File: src/hrht_pkg.sv
// ---------------------------------------------------------------------------
// hrht_pkg
// Shared types and codes for the request head tokenizer.
// ---------------------------------------------------------------------------
`default_nettype none

package hrht_pkg;

  localparam int unsigned COUNT_BITS = 12;
  localparam int unsigned LIM_W      = 12;
  localparam int unsigned SHORT_W    = 8;
  localparam int unsigned CMP_W      = (COUNT_BITS > LIM_W) ? COUNT_BITS : LIM_W;

  // parse phases
  localparam logic [3:0] PH_METHOD = 4'd0;
  localparam logic [3:0] PH_URL    = 4'd1;
  localparam logic [3:0] PH_PROTO  = 4'd2;
  localparam logic [3:0] PH_HSTART = 4'd3;
  localparam logic [3:0] PH_NAME   = 4'd4;
  localparam logic [3:0] PH_VALUE  = 4'd5;
  localparam logic [3:0] PH_ENDCR  = 4'd6;
  localparam logic [3:0] PH_DONE   = 4'd7;
  localparam logic [3:0] PH_ERROR  = 4'd8;

  // sections
  localparam logic [2:0] SEC_METHOD = 3'd0;
  localparam logic [2:0] SEC_URL    = 3'd1;
  localparam logic [2:0] SEC_PROTO  = 3'd2;
  localparam logic [2:0] SEC_NAME   = 3'd3;
  localparam logic [2:0] SEC_VALUE  = 3'd4;

  // status
  localparam logic [1:0] ST_BUSY  = 2'd0;
  localparam logic [1:0] ST_DONE  = 2'd1;
  localparam logic [1:0] ST_ERROR = 2'd2;
  localparam logic [1:0] ST_IDLE  = 2'd3;

  // characters
  localparam logic [7:0] CH_SP    = 8'h20;
  localparam logic [7:0] CH_CR    = 8'h0D;
  localparam logic [7:0] CH_LF    = 8'h0A;
  localparam logic [7:0] CH_COLON = 8'h3A;
  localparam logic [7:0] CH_PCT   = 8'h25;

  // register indexes
  localparam logic [1:0] REG_METHOD = 2'd0;
  localparam logic [1:0] REG_URL    = 2'd1;
  localparam logic [1:0] REG_PROTO  = 2'd2;
  localparam logic [1:0] REG_HEADER = 2'd3;

  localparam logic [SHORT_W-1:0] METHOD_LIMIT_RST = SHORT_W'(100);
  localparam logic [LIM_W-1:0]   URL_LIMIT_RST    = LIM_W'(1000);
  localparam logic [SHORT_W-1:0] PROTO_LIMIT_RST  = SHORT_W'(50);
  localparam logic [LIM_W-1:0]   HEADER_LIMIT_RST = LIM_W'(1000);

  typedef struct packed {
    logic [SHORT_W-1:0] method;
    logic [LIM_W-1:0]   url;
    logic [SHORT_W-1:0] proto;
    logic [LIM_W-1:0]   header;
  } limits_t;

  typedef struct packed {
    logic [3:0]            phase;
    logic [COUNT_BITS-1:0] count;
    logic                  cr_pending;
    logic [1:0]            esc_step;
    logic [3:0]            esc_high;
    logic                  esc_bad;
  } parse_t;

  typedef struct packed {
    logic       escape_error;
    logic [1:0] status;
    logic       field_end;
    logic [2:0] section;
    logic       byte_valid;
    logic [7:0] byte_out;
  } result_t;

  localparam parse_t PARSE_RST = '{
    phase: PH_METHOD, count: '0, cr_pending: 1'b0,
    esc_step: 2'd0, esc_high: 4'd0, esc_bad: 1'b0
  };

  // {bad, value}; a non-hex digit reads as zero
  function automatic logic [4:0] hex_digit(input logic [7:0] b);
    logic [4:0] r;
    r = 5'h10;
    if (b >= 8'h30 && b <= 8'h39) begin
      r = {1'b0, 4'(b - 8'h30)};
    end else if (b >= 8'h41 && b <= 8'h46) begin
      r = {1'b0, 4'(b - 8'h37)};
    end
    return r;
  endfunction

endpackage

`default_nettype wire

File: src/hrht_step.sv
// ---------------------------------------------------------------------------
// hrht_step
// Next parse state and result for one request byte.
// ---------------------------------------------------------------------------
`default_nettype none

module hrht_step
  import hrht_pkg::*;
(
  input  var parse_t     st_i,
  input  var limits_t    lim_i,
  input  wire [7:0]      byte_i,
  input  wire            first_i,
  output parse_t         st_o,
  output result_t        res_o
);

  localparam logic [COUNT_BITS-1:0] COUNT_MAX = '1;

  parse_t                cur;
  parse_t                nxt;
  result_t               res;
  logic                  err;
  logic [COUNT_BITS-1:0] cnt;
  logic [CMP_W-1:0]      lim;
  logic                  room;
  logic [COUNT_BITS-1:0] cnt_inc;
  logic [4:0]            hd;

  always_comb begin
    cur = first_i ? PARSE_RST : st_i;
    cnt = (cur.phase == PH_HSTART) ? '0 : cur.count;
    unique case (cur.phase)
      PH_METHOD: lim = CMP_W'(lim_i.method);
      PH_URL:    lim = CMP_W'(lim_i.url);
      PH_PROTO:  lim = CMP_W'(lim_i.proto);
      default:   lim = CMP_W'(lim_i.header);
    endcase
    room    = CMP_W'(cnt) < lim;
    cnt_inc = (cnt == COUNT_MAX) ? cnt : cnt + 1'b1;
    hd      = hex_digit(byte_i);
  end

  always_comb begin
    nxt = cur;
    res = '0;
    err = 1'b0;
    unique case (cur.phase)
      PH_METHOD: begin
        res.section = SEC_METHOD;
        if (byte_i == CH_SP) begin
          res.field_end = 1'b1;
          nxt.phase     = PH_URL;
          nxt.count     = '0;
        end else if (!room) begin
          err = 1'b1;
        end else begin
          nxt.count      = cnt_inc;
          res.byte_out   = byte_i;
          res.byte_valid = 1'b1;
        end
      end
      PH_URL: begin
        res.section = SEC_URL;
        if (byte_i == CH_SP) begin
          if (cur.esc_step != 2'd0) begin
            res.byte_out     = {(cur.esc_step == 2'd2) ? cur.esc_high : 4'd0, 4'd0};
            res.byte_valid   = 1'b1;
            res.escape_error = 1'b1;
          end
          nxt.esc_step   = 2'd0;
          nxt.esc_high   = 4'd0;
          nxt.esc_bad    = 1'b0;
          res.field_end  = 1'b1;
          nxt.phase      = PH_PROTO;
          nxt.count      = '0;
          nxt.cr_pending = 1'b0;
        end else if (!room) begin
          err = 1'b1;
        end else begin
          nxt.count = cnt_inc;
          if (cur.esc_step == 2'd0) begin
            if (byte_i == CH_PCT) begin
              nxt.esc_step = 2'd1;
              nxt.esc_high = 4'd0;
              nxt.esc_bad  = 1'b0;
            end else begin
              res.byte_out   = byte_i;
              res.byte_valid = 1'b1;
            end
          end else if (cur.esc_step == 2'd1) begin
            nxt.esc_high = hd[3:0];
            nxt.esc_bad  = hd[4];
            nxt.esc_step = 2'd2;
          end else begin
            res.byte_out     = {cur.esc_high, hd[3:0]};
            res.byte_valid   = 1'b1;
            res.escape_error = cur.esc_bad | hd[4];
            nxt.esc_step     = 2'd0;
            nxt.esc_high     = 4'd0;
            nxt.esc_bad      = 1'b0;
          end
        end
      end
      PH_PROTO, PH_VALUE: begin
        res.section = (cur.phase == PH_PROTO) ? SEC_PROTO : SEC_VALUE;
        if (byte_i == CH_CR) begin
          nxt.cr_pending = 1'b1;
        end else if (byte_i == CH_LF && cur.cr_pending) begin
          nxt.cr_pending = 1'b0;
          res.field_end  = 1'b1;
          nxt.phase      = PH_HSTART;
          nxt.count      = '0;
        end else begin
          nxt.cr_pending = 1'b0;
          if (!room) begin
            err = 1'b1;
          end else begin
            nxt.count      = cnt_inc;
            res.byte_out   = byte_i;
            res.byte_valid = 1'b1;
          end
        end
      end
      PH_HSTART, PH_NAME: begin
        res.section = SEC_NAME;
        if (cur.phase == PH_HSTART && byte_i == CH_CR) begin
          nxt.phase = PH_ENDCR;
        end else if (cur.phase == PH_HSTART && byte_i == CH_SP) begin
          nxt.phase = PH_NAME;
          nxt.count = '0;
        end else begin
          nxt.phase = PH_NAME;
          nxt.count = cnt;
          if (byte_i == CH_COLON) begin
            res.field_end  = 1'b1;
            nxt.phase      = PH_VALUE;
            nxt.count      = '0;
            nxt.cr_pending = 1'b0;
          end else if (!room) begin
            err = 1'b1;
          end else begin
            nxt.count      = cnt_inc;
            res.byte_out   = byte_i;
            res.byte_valid = 1'b1;
          end
        end
      end
      PH_ENDCR: begin
        res.section = SEC_NAME;
        if (byte_i == CH_LF) begin
          res.status = ST_DONE;
          nxt.phase  = PH_DONE;
        end else begin
          err = 1'b1;
        end
      end
      PH_DONE: begin
        res.status = ST_IDLE;
      end
      default: begin
        res.status = ST_ERROR;
        nxt.phase  = PH_ERROR;
      end
    endcase

    if (err) begin
      nxt.phase        = PH_ERROR;
      nxt.esc_step     = 2'd0;
      nxt.esc_high     = 4'd0;
      nxt.esc_bad      = 1'b0;
      res.byte_out     = 8'd0;
      res.byte_valid   = 1'b0;
      res.field_end    = 1'b0;
      res.escape_error = 1'b0;
      res.status       = ST_ERROR;
    end
  end

  assign st_o  = nxt;
  assign res_o = res;

endmodule

`default_nettype wire

File: src/http_request_head_tokenizer.sv
// ---------------------------------------------------------------------------
// http_request_head_tokenizer
// Byte-wise HTTP/1.1 request head tokenizer with inline URL unescaping.
// ---------------------------------------------------------------------------
// Takes one request byte per item and gives one tagged result per item. The
// block sustains one item per clock while m_axis_tready stays high: a byte
// passes an input register, the parse state machine and the result register,
// and the input keeps flowing while a result waits on m_axis_tready, stalling
// only when both registers are full. Length limits are written over the APB
// port by the user only while no item is in flight; the block does not enforce this.
`default_nettype none

module http_request_head_tokenizer
  import hrht_pkg::*;
(
  input  wire         clk_i,
  input  wire         rst_ni,
  // configuration
  input  wire         psel,
  input  wire         penable,
  input  wire         pwrite,
  input  wire  [3:0]  paddr,
  input  wire  [31:0] pwdata,
  output logic [31:0] prdata,
  output logic        pready,
  // request bytes
  input  wire         s_axis_tvalid,
  output logic        s_axis_tready,
  input  wire  [7:0]  s_axis_tdata,   // [7:0] byte_in
  input  wire  [0:0]  s_axis_tuser,   // [0] first_byte
  // tagged results
  output logic        m_axis_tvalid,
  input  wire         m_axis_tready,
  output logic [7:0]  m_axis_tdata,   // [7:0] byte_out
  output logic [7:0]  m_axis_tuser    // [0] byte_valid, [3:1] section,
                                      // [4] field_end, [6:5] status,
                                      // [7] escape_error
);

  limits_t    lim_q;
  logic       cfg_wr;
  logic [1:0] reg_idx;

  logic       in_valid_q;
  logic [7:0] in_byte_q;
  logic       in_first_q;
  logic       out_valid_q;
  result_t    out_q;
  parse_t     st_q;
  parse_t     st_d;
  result_t    res_d;
  logic       advance;

  assign pready  = 1'b1;
  assign reg_idx = paddr[3:2];
  assign cfg_wr  = psel && penable && pwrite && pready;

  always_ff @(posedge clk_i or negedge rst_ni) begin
    if (!rst_ni) begin
      lim_q.method <= METHOD_LIMIT_RST;
      lim_q.url    <= URL_LIMIT_RST;
      lim_q.proto  <= PROTO_LIMIT_RST;
      lim_q.header <= HEADER_LIMIT_RST;
    end else if (cfg_wr) begin
      unique case (reg_idx)
        REG_METHOD: lim_q.method <= pwdata[SHORT_W-1:0];
        REG_URL:    lim_q.url    <= pwdata[LIM_W-1:0];
        REG_PROTO:  lim_q.proto  <= pwdata[SHORT_W-1:0];
        REG_HEADER: lim_q.header <= pwdata[LIM_W-1:0];
      endcase
    end
  end

  always_comb begin
    unique case (reg_idx)
      REG_METHOD: prdata = 32'(lim_q.method);
      REG_URL:    prdata = 32'(lim_q.url);
      REG_PROTO:  prdata = 32'(lim_q.proto);
      REG_HEADER: prdata = 32'(lim_q.header);
    endcase
  end

  assign advance       = in_valid_q && (!out_valid_q || m_axis_tready);
  assign s_axis_tready = !in_valid_q || advance;

  always_ff @(posedge clk_i or negedge rst_ni) begin
    if (!rst_ni) begin
      in_valid_q <= 1'b0;
    end else if (s_axis_tready) begin
      in_valid_q <= s_axis_tvalid;
    end
  end

  always_ff @(posedge clk_i) begin
    if (s_axis_tready && s_axis_tvalid) begin
      in_byte_q  <= s_axis_tdata;
      in_first_q <= s_axis_tuser[0];
    end
  end

  hrht_step u_step (
    .st_i    (st_q),
    .lim_i   (lim_q),
    .byte_i  (in_byte_q),
    .first_i (in_first_q),
    .st_o    (st_d),
    .res_o   (res_d)
  );

  always_ff @(posedge clk_i or negedge rst_ni) begin
    if (!rst_ni) begin
      st_q        <= PARSE_RST;
      out_valid_q <= 1'b0;
    end else begin
      if (advance) begin
        st_q <= st_d;
      end
      if (advance) begin
        out_valid_q <= 1'b1;
      end else if (m_axis_tready) begin
        out_valid_q <= 1'b0;
      end
    end
  end

  always_ff @(posedge clk_i) begin
    if (advance) begin
      out_q <= res_d;
    end
  end

  assign m_axis_tvalid = out_valid_q;
  assign m_axis_tdata  = out_q.byte_out;
  assign m_axis_tuser  = {out_q.escape_error, out_q.status, out_q.field_end,
                          out_q.section, out_q.byte_valid};

endmodule

`default_nettype wire

File: config.mk
export PLATFORM = sky130hd
export DESIGN_NAME = http_request_head_tokenizer
export DESIGN_NICKNAME = d
export VERILOG_FILES = /design/src/hrht_pkg.sv /design/src/hrht_step.sv /design/src/http_request_head_tokenizer.sv
export SDC_FILE = /design/constraint.sdc
export NUM_CORES = 1
export LEC_CHECK = 0
export BUFFER_PORTS_ARGS = -buffer_cell sky130_fd_sc_hd__buf_2
export CAP_MARGIN = 25
export CORE_UTILIZATION = 60
export CTS_CLUSTER_SIZE = 20
export DETAILED_ROUTE_END_ITERATION = 8
export PLACE_DENSITY = 0.84
export SLEW_MARGIN = 20
export SYNTH_ARGS = -nofsm -noshare
export SYNTH_HDL_FRONTEND = slang
export SYNTH_SLANG_ARGS = --single-unit
File: constraint.sdc
create_clock -name clk_i -period 6 [get_ports clk_i]
set_clock_uncertainty 0.15 [all_clocks]
set_input_delay 0.9 -clock clk_i [delete_from_list [all_inputs] [get_ports clk_i]]
set_output_delay 0.9 -clock clk_i [all_outputs]
set_load 0.05 [all_outputs]
; ---- After elaboration in Yosys (flattened, before gate mapping)
; Cells that the tools add are included.
[op_classes]
addsub = 3
n_lt_le_gt_ge = 5
eq_ne = 18
n_mux = 78
bitwise_logic = 2
reduce_logical = 28
[ops]
columns = op, n
row1 = $pmux 32 s4, 1
row2 = $mux 9, 13
row3 = $mux 12, 6
row4 = $pmux 12 s3, 2
row5 = $mux 7, 7
row6 = $pmux 9 s4, 1
row7 = $mux 16, 2
row8 = $mux 4, 7
row9 = $mux 1, 27
row10 = $mux 13, 2
row11 = $eq 8x6->1 const B, 3
row12 = $mux 24, 1
row13 = $pmux 4 s6, 1
row14 = $eq 4x3->1 const B, 4
row15 = $eq 8x4->1 const B, 2
row16 = $add 12x1->12 const B, 1
row17 = $eq 12x12->1 const B, 1
row18 = $lt 12x12->1, 1
row19 = $mux 5, 2
row20 = $logic_and 1x1->1, 9
row21 = $pmux 3 s3, 1
row22 = $eq 4x2->1 const B, 2
row23 = $ge 8x6->1 const B, 1
row24 = $ge 8x7->1 const B, 1
row25 = 22 further kinds, 36
[word_totals]
ff_bits = 91
in_bits = 52

; ---- Depth between registers and ports, before layout
[logic_depth]
word_depth = 11
mapped_depth = 18

; ---- Modules after synthesis
; A second synthesis with hierarchy kept.
[hier_totals]
hier_cells = 594
hier_area_um2 = 6074.6
[by_module_without_submodules]
columns = module, n_inst, cells_per_inst, area_per_inst_um2
row1 = http_request_head_tokenizer, 1, 215, 3712.3
row2 = hrht_step, 1, 379, 2362.3

; ---- Worst setup path after synthesis
; Ideal clock, no wire load.
[synth_timing]
path_type = register to register
startpoint = reg in_first_q
endpoint = reg out_q, in the netlist m_axis_tdata[0] (data pin)
setup_time_ns = 0.170
arrival_time_ns = 3.433
slack_ns = 2.248
stages_incl_launch_ff = 19
period_less_slack_ns = 3.752
path_cell_list = edfxtp_1 > buf_2 > buf_1 > clkbuf_1 > a21oi_1 > clkbuf_1 > a221oi_1 > nand2_1 > o21ai_0 > ha_1 > a211oi_1 > o21a_1 > o221a_2 > o21ba_2 > buf_2 > nand2_1 > o31ai_2 > o21ai_1 > o31ai_1
[synth_between]
elab_chain_cells = 9
word_cells_on_any_way = 39
cone_classes = order compare (1) / eq/ne (7) / mux (23) / reduce/logical (8)
[synth_rtl]
columns = item, line
row1 = from (decl), http_request_head_tokenizer.sv:46  ; logic in_first_q;
row2 = from (signal assigned), http_request_head_tokenizer.sv:97  ; in_first_q <= s_axis_tuser[0];
row3 = $mux 24 (*), hrht_step.sv:31  ; cur = first_i ? PARSE_RST : st_i;
row4 = "$eq 4x2->1, or another cell as far along", "hrht_step.sv:33, hrht_step.sv:48"
row5 = $pmux 12 s3 or $mux 12 (tied branches), "hrht_step.sv:33, hrht_step.sv:32"
row6 = $lt 12x12->1, hrht_step.sv:39  ; room = CMP_W'(cnt) < lim;
row7 = $mux 9 or $mux 1 (tied branches), n/a
row8 = $mux 9 or $mux 1 (tied branches), hrht_step.sv:135  ; if (byte_i == CH_COLON) begin
row9 = $mux 9 or $mux 1 (tied branches), hrht_step.sv:129  ; end else if (cur.phase == PH_HSTART && byte_i == CH_SP) begin
row10 = $mux 9 or $mux 1 (tied branches), hrht_step.sv:127  ; if (cur.phase == PH_HSTART && byte_i == CH_CR) begin
row11 = $pmux 9 s4 or $pmux 1 s4 (tied branches), hrht_step.sv:48  ; unique case (cur.phase)
row12 = to (signal assigned), http_request_head_tokenizer.sv:128  ; out_q <= res_d;
row13 = to (decl), http_request_head_tokenizer.sv:48  ; result_t out_q;
; Every way passes the cells marked *; elsewhere a longest branch is shown, timed or not.
; A chain may end at the register's enable or synchronous reset.

; ---- Worst setup path after layout
[layout_timing]
startpoint = reg st_q[20] (netlist name)
endpoint = reg out_q, in the netlist m_axis_tdata[0] (data pin)
[layout_between]
elab_chain_cells = 9
word_cells_on_any_way = 34
cone_classes = order compare (1) / eq/ne (6) / mux (21) / reduce/logical (6)
[layout_rtl]
columns = item, line
row1 = from (decl), http_request_head_tokenizer.sv:49  ; parse_t st_q;
row2 = from (signal assigned), http_request_head_tokenizer.sv:116  ; st_q <= st_d;
row3 = $mux 24 (*), hrht_step.sv:31
row4 = "$eq 4x2->1, or another cell as far along", "hrht_step.sv:33, hrht_step.sv:48"
row5 = $pmux 12 s3 or $mux 12 (tied branches), "hrht_step.sv:33, hrht_step.sv:32"
row6 = $lt 12x12->1, hrht_step.sv:39
row7 = $mux 9 or $mux 1 (tied branches), n/a
row8 = $mux 9 or $mux 1 (tied branches), hrht_step.sv:135
row9 = $mux 9 or $mux 1 (tied branches), hrht_step.sv:129
row10 = $mux 9 or $mux 1 (tied branches), hrht_step.sv:127
row11 = $pmux 9 s4 or $pmux 1 s4 (tied branches), hrht_step.sv:48
; Marked as above.

==> results.yml <==
run_status:
  status: "finished clean"
global_routing:
  grt_pass1_wl_um: 26200
  grt_start_max_net_pins: 67
  gr-usage-all-layers_pct: 32.5
  antenna_found_initial: 0
  grt_pass1_vias: 5135
  grt-ovfl-total: 0
die:
  core_um2: 9860
  die_h_um: 103
  io_pins: 103
  dieArea_um2: 10600
  start_util_pct: 62.3
  rows: 36
  die_w_um: 103
power_and_ir_drop:
  powerDensity_nw_per_um2: 338
  power_switching_w: 0.000976
  max-vdd-ir-drop_uv: 220
  p_seq_share_pct: 39.2
  swShare_pct: 43.4
  power_frac_comb_pct: 42.9
  pwr-share-clk_pct: 17.9
  p_leak_nw: 2.75
  p_int_w: 0.00127
critical_path:
  arrival_ps: 4880
  crit_fanout: 22
  path_delay_family: "compound AO/OA/AOI/OAI gates"
  critPathKind: "reg2reg"
  worst_setup_path_end_kind: "register"
  start_kind: "register"
  max_stage_delay_ps: 840
  crit_buf_inv: 1
  worstPathRequired_ps: 6030
  slowest_stage: "dfrtp_1"
  critPathMostFrequentCell: "nand2_1"
  worstPathCellList: "nand2b_1 > nor2_1 > buf_4 > a221oi_1 > nand2_1 > o21ai_0 > ha_1 > a211oi_1 > o21a_1 > o221a_2 > o21ba_2 > nand2_1 > o31ai_2 > o21ai_1 > o31ai_1"
clock_network:
  htree_levels: 3
  cts_tree: "built"
  cts_hold_buf: 0
  post_cts_buffers: 0
  clk_pin_slew_ps: 100
  cts_resized: 0
  cts_made_buffers: 9
  cts_buffer_depth: 2
  cts_sinks: 91
  ctsRootBufferMaster: "clkbuf_8"
  worstSkewPairLatency_ps: 380
synth:
  synth_enable_flop_cells: 25
  synth_area_leaders: "dfrtp_1, edfxtp_1, dfstp_2"
  yosysWarnings: 0
  synth_top_area_share_pct: 19.6
  seq_area_frac_synth_pct: 39.5
  synth.area.mux_share_pct: 11.2
  ys_types: 81
  synth-xor-area-share_pct: 0.856
  synth_seq_cells: 91
  synth_top_family_by_area: "compound AO/OA/AOI/OAI gates"
  syn_area_per_cell_um2: 9.51
  synth.largest_area_cell: "dfrtp_1"
  netlist_area_um2: 6140
  synthAdderAreaFrac_pct: 3.26
  synth-compound-area-share_pct: 20.0
  synthSimpleGateAreaFrac_pct: 19.6
  syn_inst: 646
  synth_ff_type: "dfrtp_1"
  async_flop_share_pct: 72.5
placed_design:
  dp_cells: 815
  dpl_worst_slack_ps: 1300
  dp_hpwl_um: 11600
  placed_cell_area_um2: 6460
  gp_congestion: 0.948
  placement.io_buffers: 59
routing:
  drc: 0
  drtIter0Drc: 533
  post_drt_wl_per_cell_um: 19.5
  ant_nets: 0
  first_pass_iters: 6
  num_vias: 5461
  drt_wl_total_um: 16200
  viasPerCell: 6.56
timing:
  setup_slack_ps: 1150
  hold_viol_final: 0
  relSlewSlack_pct: 36.9
  period_needed_ps: 4850
  finalSetupViolCount: 0
  fmax_mhz: 206
  slew_viol_final: 0
  tns_ps: 0
  period_share_pct: 80.9
  rsz0062_at_grt: "false"
  tightest_slew_ps: 943
cells_and_area:
  drive_gt1_share_pct: 24.6
  final_area_um2: 6660
  fin_nets: 762
  stdcell_count: 832
  area_growth_pct: 8.35
  post-route-util_pct: 67.5
  antenna_cells: 0
flow_run:
  max_cap_viol_count: 0
hold_path:
  min_path_type: "reg2reg"
-- flip-flops by register name (all words and copies together) (netlist names) --
name,count
in_byte_q,8
m_axis_tuser,8
m_axis_tvalid,1
m_axis_tdata,8
in_valid_q,1
in_first_q,1
lim_q,40
st_q,24
-- logic make-up after synthesis --
kind of cell               count (synthesis)
AOI/OAI and AO/OA                        175
xor gates and xnor gates                   6
other                                      2
buffers and inverters                     64
DFF                                       91
and+or+nand+nor                          238
muxes                                     54
adders and majority gates                 16
-- cells in the final DEF, fill, tap and decap left out, types with 9 or more instances in the layout --
cell      instances
nand2_1          68
nor2_1           59
buf_2            59
dfrtp_1          48
mux2_2           40
o21ai_0          39
a21oi_1          34
edfxtp_1         25
nand3_1          22
conb_1           21
dfstp_2          18
nor3_1           17
ha_1             16
nand2b_1         13
inv_1            12
nor2b_1          11
a221oi_1          9
nand4_1           9
clkbuf_8          9
buf_4             9
-- path summary, 6_finish.rpt --
kind,from,end,slack [ps],cells past startpoint
setup / recovery,st_q[20]$_DFFE_PN0P_,m_axis_tdata[0]$_SDFFCE_PP0P_,1150,15
hold / removal,st_q[1]$_DFFE_PN0P_,st_q[1]$_DFFE_PN0P_,350,1
setup reg to reg,st_q[20]$_DFFE_PN0P_,m_axis_tdata[0]$_SDFFCE_PP0P_,1150,15
hold reg to reg,st_q[1]$_DFFE_PN0P_,st_q[1]$_DFFE_PN0P_,350,1
max in group asynchronous,rst_ni,lim_q[15]$_DFFE_PN0P_,4590,2
min in group asynchronous,rst_ni,st_q[23]$_DFFE_PN0P_,560,2
-- metal layers --
| metal | vias to the layer above | share of wire [%] | track usage [%] |
|---|---|---|---|
| li1 | 2470 | - | - |
| met1 | 2573 | 41 | 43.2 |
| met2 | 366 | 47 | 51.6 |
| met3 | 52 | 9.4 | 6.79 |
| met4 | 0 | 2.7 | 14.8 |
| met5 | - | 0 | 0 |
-- synth_stat cells, types with 7 or more instances --
cell type	n
dfstp_2	18
a21oi_1	34
mux2_2	40
nor2_1	59
o21a_1	7
nand4_1	9
a221oi_1	9
nand2_1	68
nor3_1	17
nand3_1	22
ha_1	16
edfxtp_1	25
a22oi_1	8
clkbuf_1	17
o21ai_0	39
nor2b_1	11
mux4_2	8
buf_2	8
buf_4	22
inv_1	12
dfrtp_1	48
a31oi_1	7
a22o_1	8
nand2b_1	13
o21bai_1	7
-- metrics by stage --
step	hold WS [ps]	total power (W)
2_1_floorplan	306	0.00159
3_3_place_gp	324	0.00179
3_5_place_dp	330	0.00183
4_1_cts	353	0.00223
5_1_grt	367	0.00236
6_report	351	0.00225
-- final cells by class --
cell class	instances	area, µm²
clock buffers	9	124
clock inverters	7	62.6
well taps	133	166
multi-input cells	510	3450
fillers	798	3210
inverters	13	48.8
repair buffers	69	374
flip-flops and latches	91	2420
-- power groups by stage --
stage          Combinational (W)  Clock [W]  Sequential [W]
5_1_grt                  0.00103   0.000432        0.000899
4_1_cts                 0.000945   0.000409        0.000878
3_3_place_gp            0.000913          0        0.000880
2_1_floorplan           0.000672          0        0.000922
6_report                0.000965   0.000403        0.000883
3_5_place_dp            0.000941          0        0.000890
Power figures use the tool's default switching activity.
